[config.mk]
export PLATFORM = sky130hd
export DESIGN_NAME = c8x_front
export DESIGN_NICKNAME = d
export VERILOG_FILES = /design/src/hw/rtl/c8x_pkg.sv /design/src/hw/rtl/c8x_front.sv
export SDC_FILE = /design/constraint.sdc
export NUM_CORES = 1
export LEC_CHECK = 0
export BUFFER_PORTS_ARGS = -buffer_cell sky130_fd_sc_hd__buf_2
export CORE_MARGIN = 1
export CORE_UTILIZATION = 25
export CTS_CLUSTER_SIZE = 16
export DETAILED_ROUTE_END_ITERATION = 6
export PLACE_DENSITY_LB_ADDON = 0.12
export SLEW_MARGIN = 20
export SYNTH_ARGS = -nofsm -noshare
export SYNTH_HDL_FRONTEND = slang
export SYNTH_SLANG_ARGS = --single-unit
[constraint.sdc]
create_clock -name i_clk -period 4.9 [get_ports i_clk]
set_input_delay 0 -clock i_clk [delete_from_list [all_inputs] [get_ports i_clk]]
set_output_delay 0 -clock i_clk [all_outputs]
set_load 0.03 [all_outputs]
[src/hw/rtl/c8x_pkg.sv]
`timescale 1ns / 1ps
`default_nettype none
// ----------------------------------------------------------------------------
// c8x_pkg
// Shared types, codes and helper functions for the CHIP-8 execute unit.
// ----------------------------------------------------------------------------
package c8x_pkg;

    localparam int MEM_BYTES     = 4096;
    localparam int MEM_AW        = 12;
    localparam int SCREEN_WIDTH  = 64;
    localparam int SCREEN_HEIGHT = 32;
    localparam int ROW_AW        = 5;
    localparam logic [11:0] PC_RESET = 12'd512;

    localparam logic [1:0] ACT_EXEC  = 2'd0;
    localparam logic [1:0] ACT_MEMWR = 2'd1;
    localparam logic [1:0] ACT_ROWRD = 2'd2;

    typedef struct packed {
        logic [1:0]  action;
        logic [15:0] instruction;
        logic [15:0] key_state;
        logic [7:0]  random_byte;
        logic [7:0]  delay_now;
        logic [11:0] address;
        logic [7:0]  data;
    } t_in_item;

    typedef struct packed {
        logic [11:0] next_pc;
        logic        waiting_key;
        logic        delay_load;
        logic        sound_load;
        logic [7:0]  timer_value;
        logic        screen_changed;
        logic        bad_opcode;
        logic [63:0] row_pixels;
    } t_out_item;

    // Item classes picked by the front end
    typedef enum logic [3:0] {
        CL_NOP, CL_MEMWR, CL_ROWRD, CL_BAD, CL_CLEAR,
        CL_SIMPLE, CL_DRAW, CL_BCD, CL_STORE, CL_LOAD
    } t_cls;

    typedef struct packed {
        t_cls     cls;
        t_in_item item;
    } t_cmd;

    typedef enum logic [3:0] {
        BS_IDLE, BS_RDX, BS_RDY, BS_EXEC, BS_DRAW_RD, BS_DRAW_WR,
        BS_BCD, BS_STORE, BS_LOAD_RD, BS_LOAD_WR, BS_DONE
    } t_bstate;

    // Opcode groups (top nibble)
    localparam logic [3:0] OP_SYS   = 4'h0;
    localparam logic [3:0] OP_JP    = 4'h1;
    localparam logic [3:0] OP_CALL  = 4'h2;
    localparam logic [3:0] OP_SEI   = 4'h3;
    localparam logic [3:0] OP_SNEI  = 4'h4;
    localparam logic [3:0] OP_SER   = 4'h5;
    localparam logic [3:0] OP_LDI   = 4'h6;
    localparam logic [3:0] OP_ADDI  = 4'h7;
    localparam logic [3:0] OP_ALU   = 4'h8;
    localparam logic [3:0] OP_SNER  = 4'h9;
    localparam logic [3:0] OP_LDIDX = 4'hA;
    localparam logic [3:0] OP_JPV0  = 4'hB;
    localparam logic [3:0] OP_RND   = 4'hC;
    localparam logic [3:0] OP_DRW   = 4'hD;
    localparam logic [3:0] OP_KEY   = 4'hE;
    localparam logic [3:0] OP_MISC  = 4'hF;

    localparam logic [15:0] OPW_CLS = 16'h00E0;
    localparam logic [15:0] OPW_RET = 16'h00EE;

    localparam logic [3:0] ALU_MOV = 4'h0;
    localparam logic [3:0] ALU_OR  = 4'h1;
    localparam logic [3:0] ALU_AND = 4'h2;
    localparam logic [3:0] ALU_XOR = 4'h3;
    localparam logic [3:0] ALU_ADD = 4'h4;
    localparam logic [3:0] ALU_SUB = 4'h5;
    localparam logic [3:0] ALU_SHR = 4'h6;
    localparam logic [3:0] ALU_SBN = 4'h7;
    localparam logic [3:0] ALU_SHL = 4'hE;

    localparam logic [7:0] KEY_SKP  = 8'h9E;
    localparam logic [7:0] KEY_SKNP = 8'hA1;

    localparam logic [7:0] MSC_GDT  = 8'h07;
    localparam logic [7:0] MSC_WKEY = 8'h0A;
    localparam logic [7:0] MSC_SDT  = 8'h15;
    localparam logic [7:0] MSC_SST  = 8'h18;
    localparam logic [7:0] MSC_ADDI = 8'h1E;
    localparam logic [7:0] MSC_FONT = 8'h29;
    localparam logic [7:0] MSC_BCD  = 8'h33;
    localparam logic [7:0] MSC_STR  = 8'h55;
    localparam logic [7:0] MSC_LDR  = 8'h65;

    // Hundreds digit of a byte
    function automatic logic [7:0] bcd_hund(input logic [7:0] v);
        logic [7:0] h;
        if (v >= 8'd200) h = 8'd2;
        else if (v >= 8'd100) h = 8'd1;
        else h = 8'd0;
        return h;
    endfunction

    // Value below 100 after the hundreds are taken off
    function automatic logic [6:0] bcd_rem(input logic [7:0] v);
        logic [7:0] r;
        if (v >= 8'd200) r = v - 8'd200;
        else if (v >= 8'd100) r = v - 8'd100;
        else r = v;
        return r[6:0];
    endfunction

    // Tens of a value below 100: multiply by 205/2048
    function automatic logic [7:0] bcd_tens(input logic [7:0] v);
        logic [17:0] p;
        p = 18'(bcd_rem(v)) * 18'd205;
        return {4'd0, p[14:11]};
    endfunction

    function automatic logic [7:0] bcd_ones(input logic [7:0] v);
        logic [6:0] r;
        logic [7:0] t;
        r = bcd_rem(v);
        t = bcd_tens(v);
        return 8'(r) - ((t << 3) + (t << 1));
    endfunction

    // Highest pressed key
    function automatic logic [3:0] top_key(input logic [15:0] k);
        logic [3:0] idx;
        idx = 4'd0;
        for (int i = 0; i < 16; i++) begin
            if (k[i]) idx = 4'(i);
        end
        return idx;
    endfunction

endpackage
`default_nettype wire

[src/hw/rtl/c8x_front.sv]
`timescale 1ns / 1ps
`default_nettype none
// ----------------------------------------------------------------------------
// c8x_front
// Accept items, classify them and hold them in a two-entry queue.
// ----------------------------------------------------------------------------
module c8x_front (
    input  wire logic              i_clk,
    input  wire logic              i_rst_n,
    input  wire logic              i_in_valid,
    output logic                   o_in_ready,
    input  wire c8x_pkg::t_in_item i_in_item,
    output logic                   o_q_valid,
    output c8x_pkg::t_cmd          o_q_cmd,
    input  wire logic              i_q_pop
);
    c8x_pkg::t_cmd r_q [2];
    logic          r_wp, r_rp;
    logic [1:0]    r_cnt;
    c8x_pkg::t_cls cls;
    logic [15:0]   op;
    logic          push;

    assign op = i_in_item.instruction;

    always_comb begin
        cls = c8x_pkg::CL_SIMPLE;
        unique case (i_in_item.action)
            c8x_pkg::ACT_MEMWR: cls = c8x_pkg::CL_MEMWR;
            c8x_pkg::ACT_ROWRD: cls = c8x_pkg::CL_ROWRD;
            c8x_pkg::ACT_EXEC: begin
                unique case (op[15:12])
                    c8x_pkg::OP_SYS: begin
                        if (op == c8x_pkg::OPW_CLS) cls = c8x_pkg::CL_CLEAR;
                        else if (op == c8x_pkg::OPW_RET) cls = c8x_pkg::CL_SIMPLE;
                        else cls = c8x_pkg::CL_BAD;
                    end
                    c8x_pkg::OP_SER, c8x_pkg::OP_SNER: begin
                        if (op[3:0] != 4'h0) cls = c8x_pkg::CL_BAD;
                    end
                    c8x_pkg::OP_ALU: begin
                        unique case (op[3:0]) inside
                            c8x_pkg::ALU_MOV, c8x_pkg::ALU_OR, c8x_pkg::ALU_AND,
                            c8x_pkg::ALU_XOR, c8x_pkg::ALU_ADD, c8x_pkg::ALU_SUB,
                            c8x_pkg::ALU_SHR, c8x_pkg::ALU_SBN, c8x_pkg::ALU_SHL:
                                cls = c8x_pkg::CL_SIMPLE;
                            default: cls = c8x_pkg::CL_BAD;
                        endcase
                    end
                    c8x_pkg::OP_DRW: cls = c8x_pkg::CL_DRAW;
                    c8x_pkg::OP_KEY: begin
                        if (op[7:0] != c8x_pkg::KEY_SKP && op[7:0] != c8x_pkg::KEY_SKNP)
                            cls = c8x_pkg::CL_BAD;
                    end
                    c8x_pkg::OP_MISC: begin
                        unique case (op[7:0]) inside
                            c8x_pkg::MSC_GDT, c8x_pkg::MSC_WKEY, c8x_pkg::MSC_SDT,
                            c8x_pkg::MSC_SST, c8x_pkg::MSC_ADDI, c8x_pkg::MSC_FONT:
                                cls = c8x_pkg::CL_SIMPLE;
                            c8x_pkg::MSC_BCD: cls = c8x_pkg::CL_BCD;
                            c8x_pkg::MSC_STR: cls = c8x_pkg::CL_STORE;
                            c8x_pkg::MSC_LDR: cls = c8x_pkg::CL_LOAD;
                            default: cls = c8x_pkg::CL_BAD;
                        endcase
                    end
                    default: cls = c8x_pkg::CL_SIMPLE;
                endcase
            end
            default: cls = c8x_pkg::CL_NOP;
        endcase
    end

    assign o_in_ready = (r_cnt != 2'd2);
    assign push       = i_in_valid && o_in_ready;
    assign o_q_valid  = (r_cnt != 2'd0);
    assign o_q_cmd    = r_q[r_rp];

    always_ff @(posedge i_clk) begin
        if (push) begin
            r_q[r_wp] <= '{cls: cls, item: i_in_item};
        end
        if (!i_rst_n) begin
            r_wp  <= 1'b0;
            r_rp  <= 1'b0;
            r_cnt <= 2'd0;
        end else begin
            if (push) r_wp <= !r_wp;
            if (i_q_pop) r_rp <= !r_rp;
            r_cnt <= r_cnt + 2'(push) - 2'(i_q_pop);
        end
    end
endmodule
`default_nettype wire

# Yosys cells after proc, flatten, opt, wreduce, memory -nomap -nowiden
# Memory sizes are Yosys's and may differ from the RTL's. A register that Yosys moved wholly into a read port is not among the register bits.
# Cells that the tools add are included.
# totals
register_bits	4
ramBits	148
in_bits	74
out_inout_bits	76
wordCells	60
memories	1
# op_classes
addsub	2
n_eq_ne	30
muxes	12
n_reduce_logical	12
# memory_table
name	depth	width	rd	rd_ports_with_merged_regs	wr	line	rtl
r_q	2	74	1	1	1	c8x_front.sv:17	c8x_pkg::t_cmd r_q [2];
# ops
op	n
$eq A16 B8 Y1 const B	2
$eq A4 B4 Y1 const B	6
$eq A8 B5 Y1 const B	3
$pmux W4 S6	1
$eq A4 B3 Y1 const B	5
$eq A8 B6 Y1 const B	2
$eq A8 B7 Y1 const B	2
$ne A8 B8 Y1 const B	2
$pmux W4 S4	1
$mux W3	4
$pmux W4 S3	1
$reduce_or A9 Y1	1
$eq A4 B2 Y1 const B	2
$eq A8 B3 Y1 const B	1
$eq A8 B4 Y1 const B	1
$logic_not A4 Y1	2
$reduce_or A6 Y1	1
$eq A4 B1 Y1 const B	1
$mux W1	4
$mux W4	1
$reduce_bool A4 Y1	1
$add A2 B1 Y2	1
$eq A2 B1 Y1 const B	1
$eq A2 B2 Y1 const B	1
other kinds (7)	9

# Depth between registers and ports, before layout
# Gate-level depths: netlist (run 1).
# logic_depth
word_depth	5
mapped_depth	8
depth_no_buf	8

# Worst setup path after synthesis (run 1)
# Ideal clock, no wire load.
# synth_path
path_type	flip-flop to flip-flop
startpoint	register r_cnt[0]
endpoint	memory r_q[0][0] in the netlist's numbering, enable pin
setup_ns	0.508
t_arrival_ns	3.911
required_time_ns	4.392
slack_ns	0.481
stages_incl_launch_ff	4
n_path_buf	0
synth_period_minus_slack_ns	4.419
path_cell_list	dfxtp_1 > nand2b_1 > nand2_1 > nor2_1
# synth_between
elab_chain_cells	4
# synth_rtl
element	line	rtl
start: declaration	c8x_front.sv:19	logic [1:0] r_cnt;
start signal: assignment	c8x_front.sv:89	r_cnt <= r_cnt + 2'(push) - 2'(i_q_pop);
$ne A2 B2 Y1	c8x_front.sv:73	assign o_in_ready = (r_cnt != 2'd2);
named net o_in_ready	c8x_front.sv:11	output logic o_in_ready,
$logic_and A1 B1 Y1	c8x_front.sv:74	assign push = i_in_valid && o_in_ready;
$mux W1	c8x_front.sv:79	if (push) begin
$mux W1 (not written as such)	c8x_front.sv:80	r_q[r_wp] <= '{cls: cls, item: i_in_item};
end: declaration	c8x_front.sv:17	
# The timed path passes the listed nets, and every way through them passes these cells.

# Final worst setup path (run 1)
# layout_path
startpoint	register r_cnt[0]
endpoint	memory r_q[1][7] in the netlist's numbering, enable pin
# layout_between
elab_chain_cells	4
# layout_rtl
element	line
$ne A2 B2 Y1	c8x_front.sv:73
$logic_and A1 B1 Y1	c8x_front.sv:74
$mux W1	c8x_front.sv:79
$mux W1 (not written as such)	c8x_front.sv:80
# Every way passes these cells.

==> metrics.csv, run 1 <==
stage,metric,value,unit
clock_network,cts-buffers-inserted,17,
routing,first_pass_iters,5,
clock_network,cts-root-buf,clkbuf_16,
pwr,power.leakage,3.12,nW
run_status,outcome,completed,
worst_hold_path,hold_path.class,input port to flip-flop,
timing,fin_crit_sh,0.425,
timing,rsz0062_at_grt,no,
clock_network,path_clk_slew,0.06,ns
place,dp_hpwl,8310,um
synth,avgSynthCellArea,18.5,um2
synth,synth_top_cell_area_share,0.739,
timing,slew_headroom,0.568,
setup_path,critPathTopFamily,simple AND/OR/NAND/NOR gates,
clock_network,tritoncts,built,
pwr,swShare,0.281,
setup_path,start_kind,flip-flop,
routing,vias,3711,
synth,synth_edf_count,148,
synth,ys_types,46,
floorplanning,io_pins,150,
layout,area_growth,41.6,%
synth,syn_nets,402,
layout,nNetsFinal,631,
synth,synth_warnings,0,
setup_path,cp.arrival,2.13,ns
synth,synthFlopType,edfxtp_1,
routing,drc,0,
timing,worst_pin_slew,0.649,ns
clock_network,htreeDepth,4,
setup_path,cp_max_fo,43,
floorplanning,initial_core_util,0.256,
place,io_buffers,149,
place,place_congestion,0.681,
layout,layout_common_cells,"buf_2, edfxtp_1, mux2_2, dlygate4sd3_1, clkbuf_16",
routing,viasPerCell,4.19,
routing,drtAntennaViolNets,0,
synth,synth_seq_cells,153,
floorplanning,dieHeight,157,um
global_routing,grt_pass1_vias,3717,
synth,syn_area,6020,um2
place,dp_worst_setup_slack,2.34,ns
synth,syn_inst,326,
routing,avgRoutedWirePerCell,15.3,um
pwr,switchingPower,1.09,mW
layout,final_common_cell,buf_2,
synth,ys_top_cells_by_area,"edfxtp_1, mux2_2, dfxtp_1, clkbuf_1, nor4bb_1",
setup_path,cp_slowest_cell,buf_4,
global_routing,grt_pass1_wl,20000,um
setup_path,path_cells,nand2b_1 -> and3_4 -> buf_4,
floorplanning,core.rowCount,56,
timing,hold_violations,0,
routing,wirelength,13500,um
pwr,clkPwrFrac,0.359,
setup_path,worst_ep_required_time,4.95,ns
setup_path,cp.buffers_inverters,1,
floorplanning,coreArea,23500,um2
timing,drv_slew,0,
setup_path,cpPeakStageDelay,0.61,ns
routing,drt_iter0_drc,203,
pwr,combPwrFrac,0.205,
layout,num_antenna_cells,0,
layout,drive_gt1_frac,0.466,
pwr,p_seq_frac,0.436,
floorplanning,die_x,157,um
clock_network,cts.repair.resized,0,
clock_network,clk-insertion-delay-late,0.41,ns
synth,synth_top_cell_by_area,edfxtp_1,
pwr,p_int,2.78,mW
global_routing,grt_overflow,0,
floorplanning,die-area,24700,um2
synth,synth_async_sr_flop_share,0,
clock_network,clock_sinks,153,
global_routing,track_usage,0.111,
timing,setup_viol,0,
run,drv_cap,0,
timing,setup_slack,2.82,ns
timing,tns,0,ns
pwr,pwr_density_cell,454,nW/um2
timing,clock_skew,0.00509,ns
timing,layout_min_cycle_time,2.08,ns
pwr,peakVddDrop,0.178,mV
global_routing,grt_antenna_before_repair,0,
global_routing,grt_max_degree,75,
synth,ys_seq_area_frac,0.755,
setup_path,crit_path_end_kind,flip-flop,
timing,max_freq,0.481,GHz
setup_path,worstSetupPathType,flip-flop to flip-flop,
clock_network,clk_path_buf_depth,2,
-- metrics by stage --
stage          instance area, um2  hold WS, ns  power, mW  instances   util
2_1_floorplan                6020       0.0989       2.23        326      -
3_3_place_gp                 7130        0.191       2.46        781  0.303
3_5_place_dp                 7130        0.192       2.47        781  0.303
4_1_cts                      8470       0.0909       3.92        884  0.360
5_1_grt                      8520        0.139       4.04        886  0.362
6_report                     8520        0.102       3.87        886  0.362
-- Yosys cell counts (all sizes together) (3+ instances only) --
cell,instances
edfxtp,148
buf,3
a211oi,4
nand3,4
nor4b,3
nor2,9
clkbuf,13
dfxtp,5
nand2,6
mux2,74
nand3b,3
nor4bb,4
nor3,3
and2,5
xor2,3
nor4,3
-- per-layer routing --
layer	global-route usage	up-vias	wire [um]
met4	0.0319	0	112
met5	0	-	0
met3	0.0380	10	877
met2	0.186	116	6470
li1	-	1749	-
met1	0.134	1836	6070
-- final timing paths --
kind	start	end	slack, ns	depth (start not counted)
setup / recovery	r_cnt[0]	r_q[1][7]	2.82	3
hold / removal	i_in_valid	r_wp	0.10	4
hold reg to reg	r_rp	flip-flop	0.57	2
setup reg to reg	r_cnt[0]	r_q[1][7]	2.82	3
-- final cells by class --
cell class                      count  area, um2
Fill cell                        2267      15000
Sequential cell                   153       4550
Timing Repair Buffer              226       1540
Multi-Input combinational cell    155       1410
Clock buffer                       18        429
Tap cell                          319        399
Clock inverter                     13        194
Inverter                            2       7.51
-- cell families after synthesis --
family	synth area share
fa+ha+maj	0.00416
mux	0.139
xor+xnor	0.00728
buf+inv	0.0129
compound gates	0.0243
flops	0.755
simple gates	0.0574
-- tightest hold or removal path: cells and delay by family --
family / cells / cell delay [ns]
simple gates: 2 / 0.27
buf+inv: 1 / 0.11
compound gates: 1 / 0.10
-- power groups by stage --
stage / registers (mW) / logic (mW) / clock network, mW
final: 1.69 / 0.793 / 1.39
after global placement: 1.73 / 0.730 / 0
after CTS: 1.71 / 0.781 / 1.43
after floorplan: 1.71 / 0.517 / 0
after detailed placement: 1.73 / 0.733 / 0
after global routing: 1.71 / 0.852 / 1.48
-- registers in the layout, summed over array words and instances, names as in the netlist, named ones only --
signal  cells
r_cnt       2
r_q       148
r_rp        1
r_wp        1
-- repair_timing --
| action | CTS | global route |
|---|---|---|
| buffers inserted | 0 | 0 |
| hold endpoints to repair | 149 | 0 |
| setup endpoints to repair | 0 | 0 |
| hold buffers | 72 | 0 |
(Power assumes the default switching activity.)
==> run 2: changes to the inputs <==
- clock period: 4.9 -> 1.91 ns (I/O delays scaled with it)
==> run 2 against run 1 <==
Effect of this change: setup slack worse by 2.6 ns; sequential share of layout area down 0.40 points; total power grew to 2.6 times the previous value; critical path depth up 4; worst hold slack worse by 0.052 ns; core utilization rose by 0.28 points.
==> metrics.csv, run 2 (synthesized netlist as in run 1, its figures left out) <==
stage,metric,value,unit,change
run,drv_cap,0,,unchanged
global_routing,track_usage,0.113,,+0.00192
floorplanning,core.rowCount,56,,unchanged
floorplanning,initial_core_util,0.256,,unchanged
routing,viasPerCell,4.16,,-0.60%
clock_network,clk_path_buf_depth,2,,unchanged
layout,num_antenna_cells,0,,unchanged
floorplanning,coreArea,23500,um2,unchanged
layout,regMostFlops,r_q,,
place,dp_hpwl,8720,um,+4.9%
timing,max_freq,0.575,GHz,
layout,post-route-util,0.365,,+0.00282
timing,rsz0062_at_grt,no,,
layout,area_growth,42.7,%,
setup_path,cp.arrival,1.87,ns,-0.26 ns
pwr,power.leakage,3.14,nW,+0.71%
layout,fillCellCount,2340,,+3.2%
clock_network,htreeDepth,4,,unchanged
timing,hold_violations,0,,unchanged
place,dp.cells,784,,+0.38%
layout,nNetsFinal,632,,+0.16%
run_status,outcome,completed,,
clock_network,clock_sinks,153,,unchanged
setup_path,r2r-start,r_cnt[0],,
setup_path,reg2reg_depth,8,,+5
timing,clock_skew,0.00830,ns,+0.00320 ns
timing,layout_min_cycle_time,1.74,ns,
pwr,pwr_density_cell,1160,nW/um2,+160%
floorplanning,io_pins,150,,unchanged
clock_network,tritoncts,built,,
layout,reg_top3,"r_q: 148 flops, r_cnt: 2 flops",,
layout,largest_reg_flops,148,,unchanged
routing,avgRoutedWirePerCell,15.2,um,-0.38%
floorplanning,dieHeight,157,um,unchanged
setup_path,start_kind,input port,,
floorplanning,die-area,24700,um2,unchanged
pwr,peakVddDrop,0.582,mV,+230%
routing,wirelength,13500,um,-0.16%
setup_path,crit_path_end_kind,flip-flop,,
worst_hold_path,hold_depth,4,,unchanged
global_routing,grt_max_degree,43,,-43%
setup_path,crit_start,i_in_item[53],,
setup_path,rrSetupSlack,0.36,ns,-2.46 ns
timing,slew_headroom,0.720,,+0.153
timing,setup_viol,0,,unchanged
clock_network,clk-insertion-delay-late,0.41,ns,about the same
clock_network,path_clk_slew,0.06,ns,about the same
global_routing,grt_overflow,0,,unchanged
place,dp_worst_setup_slack,0.294,ns,-2.05 ns
routing,first_pass_iters,4,,-1
setup_path,timing.rr.end,r_cnt[1],,
setup_path,crit_path_end,r_q[0][71],,
global_routing,grt_pass1_vias,3913,,+5.3%
routing,drtAntennaViolNets,0,,unchanged
floorplanning,die_x,157,um,unchanged
routing,vias,3697,,-0.38%
clock_network,cts-root-buf,clkbuf_16,,
layout,drive_gt1_frac,0.471,,+0.00539
place,io_buffers,149,,unchanged
layout,final_common_cell,buf_2,,
worst_hold_path,hold_path.class,input port to flip-flop,,
layout,layout_common_cells,"buf_2, edfxtp_1, mux2_2, dlygate4sd3_1, clkbuf_16",,
pwr,p_total,9.97,mW,+160%
setup_path,worst_ep_required_time,2.04,ns,-2.91 ns
routing,drc,0,,unchanged
timing,worst_pin_slew,0.414,ns,-0.235 ns
clock_network,cts-buffers-inserted,17,,unchanged
timing,drv_slew,0,,unchanged
routing,drt_iter0_drc,123,,-39%
global_routing,grt_antenna_before_repair,0,,unchanged
global_routing,grt_pass1_wl,20700,um,+3.6%
layout,fin_cells,888,,+0.23%
setup_path,cp_max_fo,13,,-70%
timing,setup_slack,0.172,ns,-2.65 ns
setup_path,worstSetupPathType,input port to flip-flop,,
timing,fin_crit_sh,0.910,,
place,place_congestion,0.789,,+16%
## run 2: power breakdown
group	switching, mW	internal [mW]
Clock	1.36	2.20
Combinational	1.32	0.776
Sequential	0.111	4.20
## run 2: critical path: stages
cell	delay (ns)
dlygate4sd3_1	0.53
buf_2	0.20
or4_4	0.56
o21ai_1	0.14
a211oi_1	0.09
a211oi_2	0.19
a41oi_1	0.16
## run 2: how the worst min path moves through the flow
stage | startpoint | to | slack [ns]
after floorplan | i_in_item[0] | r_q[0][0] | 0.1
after global placement | i_in_item[2] | r_q[1][2] | 0.19
after detailed placement | i_in_item[2] | r_q[1][2] | 0.19
after CTS | i_in_valid | r_wp | 0.03
after global routing | i_in_valid | r_wp | 0.07
final | i_in_valid | r_wp | 0.05
## run 2: repair_timing
action                                 CTS  global route
resized for setup                        0             0
endpoints found under the hold margin  149             0
setup buffers                            0             0
hold buffers                            72             0
## run 2: area by class of cell
type | count | area, um2 | area share
clock buffers | 18 | 429 | 0.0500
repair buffers | 227 | 1590 | 0.185
flip-flops and latches | 153 | 4550 | 0.530
well taps | 319 | 399 | 0.0465
clock inverters | 14 | 194 | 0.0226
multi-input cells | 155 | 1420 | 0.166
inverters | 2 | 7.51 | 0.000874
## run 2: routing by layer
| layer | up-vias | share of wire | track usage |
|---|---|---|---|
| met1 | 1841 | 0.44 | 0.132 |
| met4 | 0 | 0.0081 | 0.0347 |
| met2 | 99 | 0.49 | 0.194 |
| li1 | 1750 | - | - |
| met3 | 7 | 0.056 | 0.0372 |
| met5 | - | 0 | 0 |
## run 2: per-stage QoR
stage	TNS (ns)	instance area [um2]	hold slack, ns
after global routing	0	8590	0.0722
after CTS	0	8590	0.0262
after global placement	0	7240	0.189
final	0	8590	0.0491
after detailed placement	0	7240	0.192
after floorplan	-16.34	6040	0.0989
==> run 3: changes to the inputs <==
- CTS_BUF_LIST: not set -> sky130_fd_sc_hd__clkbuf_16
- SETUP_SLACK_MARGIN: not set -> 0.05
==> run 3 against run 2 <==
Effect of this change: die area is the same; clock skew is essentially flat; worst hold slack about the same; sequential share of layout area did not move; combinational power about the same; highest routed layer unchanged; via count up 0.11%; final cell count did not move; setup slack about the same; core utilization stayed put.
==> metrics.csv, run 3 (synthesized netlist as in run 1, its figures left out) <==
stage,metric,value,unit,change
setup_path,timing.rr.end,r_cnt[1],,
routing,vias,3701,,+0.11%
floorplanning,io_pins,150,,unchanged
layout,fin_cells,888,,unchanged
floorplanning,die-area,24700,um2,unchanged
layout,final_common_cell,buf_2,,
layout,post-route-util,0.365,,unchanged
routing,drc,0,,unchanged
clock_network,htreeDepth,4,,unchanged
clock_network,cts.repair.resized,0,,unchanged
clock_network,cts_setup_buffers,0,,unchanged
place,place_congestion,0.789,,unchanged
place,io_buffers,149,,unchanged
clock_network,clock_sinks,153,,unchanged
routing,drt_iter0_drc,128,,+4.1%
timing,slew_headroom,0.720,,unchanged
place,placed_area,7240,um2,unchanged
setup_path,worst_ep_required_time,2.04,ns,about the same
setup_path,cpPeakStageDelay,0.56,ns,about the same
setup_path,r2r-start,r_cnt[0],,
setup_path,cp_max_fo,13,,unchanged
layout,area_growth,42.7,%,unchanged
setup_path,cp.arrival,1.87,ns,about the same
timing,setup_viol,0,,unchanged
global_routing,grt_overflow,0,,unchanged
setup_path,cp_slowest_cell,or4_4,,
pwr,swShare,0.280,,about the same
global_routing,grt_pass1_vias,3913,,unchanged
pwr,peakVddDrop,0.582,mV,about the same
floorplanning,initial_core_util,0.256,,unchanged
routing,viasPerCell,4.17,,+0.11%
setup_path,crit_path_end_kind,flip-flop,,
floorplanning,core.rowCount,56,,unchanged
clock_network,clk_path_buf_depth,2,,unchanged
floorplanning,coreArea,23500,um2,unchanged
clock_network,path_clk_slew,0.06,ns,about the same
global_routing,grt_pass1_wl,20700,um,unchanged
pwr,pwr_density_cell,1160,nW/um2,about the same
pwr,p_int,7.17,mW,about the same
clock_network,clk-insertion-delay-late,0.41,ns,about the same
layout,nNetsFinal,632,,unchanged
run_status,outcome,completed,,
setup_path,crit_path_end,r_q[0][71],,
place,dp_hpwl,8720,um,unchanged
run,drv_cap,0,,unchanged
global_routing,grt_antenna_before_repair,0,,unchanged
timing,clock_skew,0.00859,ns,+0.000297 ns
timing,setup_slack,0.172,ns,+0.0000890 ns
timing,tns,0,ns,unchanged
layout,drive_gt1_frac,0.471,,unchanged
pwr,power.leakage,3.14,nW,+0.13%
setup_path,path_cells,dlygate4sd3_1 -> buf_2 -> or4_4 -> o21ai_1 -> a211oi_1 -> a211oi_2 -> a41oi_1,,
pwr,combPwrFrac,0.210,,about the same
global_routing,track_usage,0.113,,unchanged
routing,avgRoutedWirePerCell,15.2,um,-0.13%
layout,largest_reg_flops,148,,unchanged
timing,layout_min_cycle_time,1.74,ns,-0.0000890 ns
timing,fin_crit_sh,0.910,,about the same
pwr,p_seq_frac,0.433,,about the same
layout,final_area,8590,um2,unchanged
layout,regMostFlops,r_q,,
worst_hold_path,hold_path.class,input port to flip-flop,,
timing,worst_pin_slew,0.414,ns,unchanged
routing,wirelength,13500,um,-0.13%
timing,hold_violations,0,,unchanged
floorplanning,dieHeight,157,um,unchanged
setup_path,start_kind,input port,,
global_routing,grt_max_degree,43,,unchanged
timing,drv_slew,0,,unchanged
timing,max_freq,0.575,GHz,about the same
floorplanning,die_x,157,um,unchanged
setup_path,rrSetupSlack,0.36,ns,about the same
routing,first_pass_iters,4,,unchanged
place,dp_worst_setup_slack,0.294,ns,unchanged
routing,drtAntennaViolNets,0,,unchanged
pwr,switchingPower,2.79,mW,about the same
layout,num_antenna_cells,0,,unchanged
timing,rsz0062_at_grt,no,,
clock_network,tritoncts,built,,
setup_path,worstSetupPathType,input port to flip-flop,,
layout,reg_top3,"r_q: 148 flops, r_cnt: 2 flops",,
setup_path,crit_start,i_in_item[53],,
layout,layout_common_cells,"buf_2, edfxtp_1, mux2_2, dlygate4sd3_1, clkbuf_16",,
place,dp.cells,784,,unchanged
clock_network,cts-root-buf,clkbuf_16,,
setup_path,reg2reg_depth,8,,unchanged
clock_network,cts-buffers-inserted,17,,unchanged
layout,fillCellCount,2340,,unchanged
pwr,clkPwrFrac,0.357,,about the same
[run 3: repair_timing]
item | in CTS | in global routing
setup endpoints to repair | 0 | 0
hold endpoints to repair | 149 | 0
hold buffers | 72 | 0
[run 3: layer usage]
metal,GRT usage,part of all wire,vias up
li1,-,-,1750
met1,0.132,0.44,1843
met4,0.0347,0.0081,0
met3,0.0372,0.057,7
met5,0,0,-
met2,0.194,0.49,101
[run 3: power groups by stage]
stage / combinational [mW] / clock, mW / sequential (mW)
floorplan: 1.35 / 0 / 4.36
global placement: 2.02 / 0 / 4.37
detailed placement: 2.03 / 0 / 4.39
CTS: 2.15 / 3.67 / 4.32
global route: 2.25 / 3.80 / 4.36
finish: 2.09 / 3.56 / 4.32
[run 3: worst min path at each step]
stage | from | to | slack [ns] | cells after the start
final | i_in_valid | r_wp | 0.05 | 4
after global routing | i_in_valid | r_wp | 0.07 | 4
after CTS | i_in_valid | r_wp | 0.03 | 4
after detailed placement | i_in_item[2] | r_q[1][2] | 0.19 | 1
after global placement | i_in_item[2] | r_q[1][2] | 0.19 | 1
after floorplan | i_in_item[0] | r_q[0][0] | 0.1 | 0
[run 3: stage by stage]
stage / power (mW) / hold WS (ns)
finish: 9.97 / 0.0490
global route: 10.4 / 0.0722
CTS: 10.1 / 0.0262
detailed placement: 6.42 / 0.192
global placement: 6.39 / 0.189
floorplan: 5.71 / 0.0989
[run 3: final cells by class]
cell class / instances / area [um2] / area share
flip-flops and latches: 153 / 4550 / 0.530
well taps: 319 / 399 / 0.0465
inverters: 2 / 7.51 / 0.000874
repair buffers: 227 / 1590 / 0.185
clock buffers: 17 / 425 / 0.0495
clock inverters: 15 / 198 / 0.0230
multi-input cells: 155 / 1420 / 0.166
[run 3: critical path: cells and delay by family]
| family | cells | cell delay, ns |
|---|---|---|
| buf+inv | 2 | 0.73 |
| compound gates | 4 | 0.58 |
| simple gates | 1 | 0.56 |
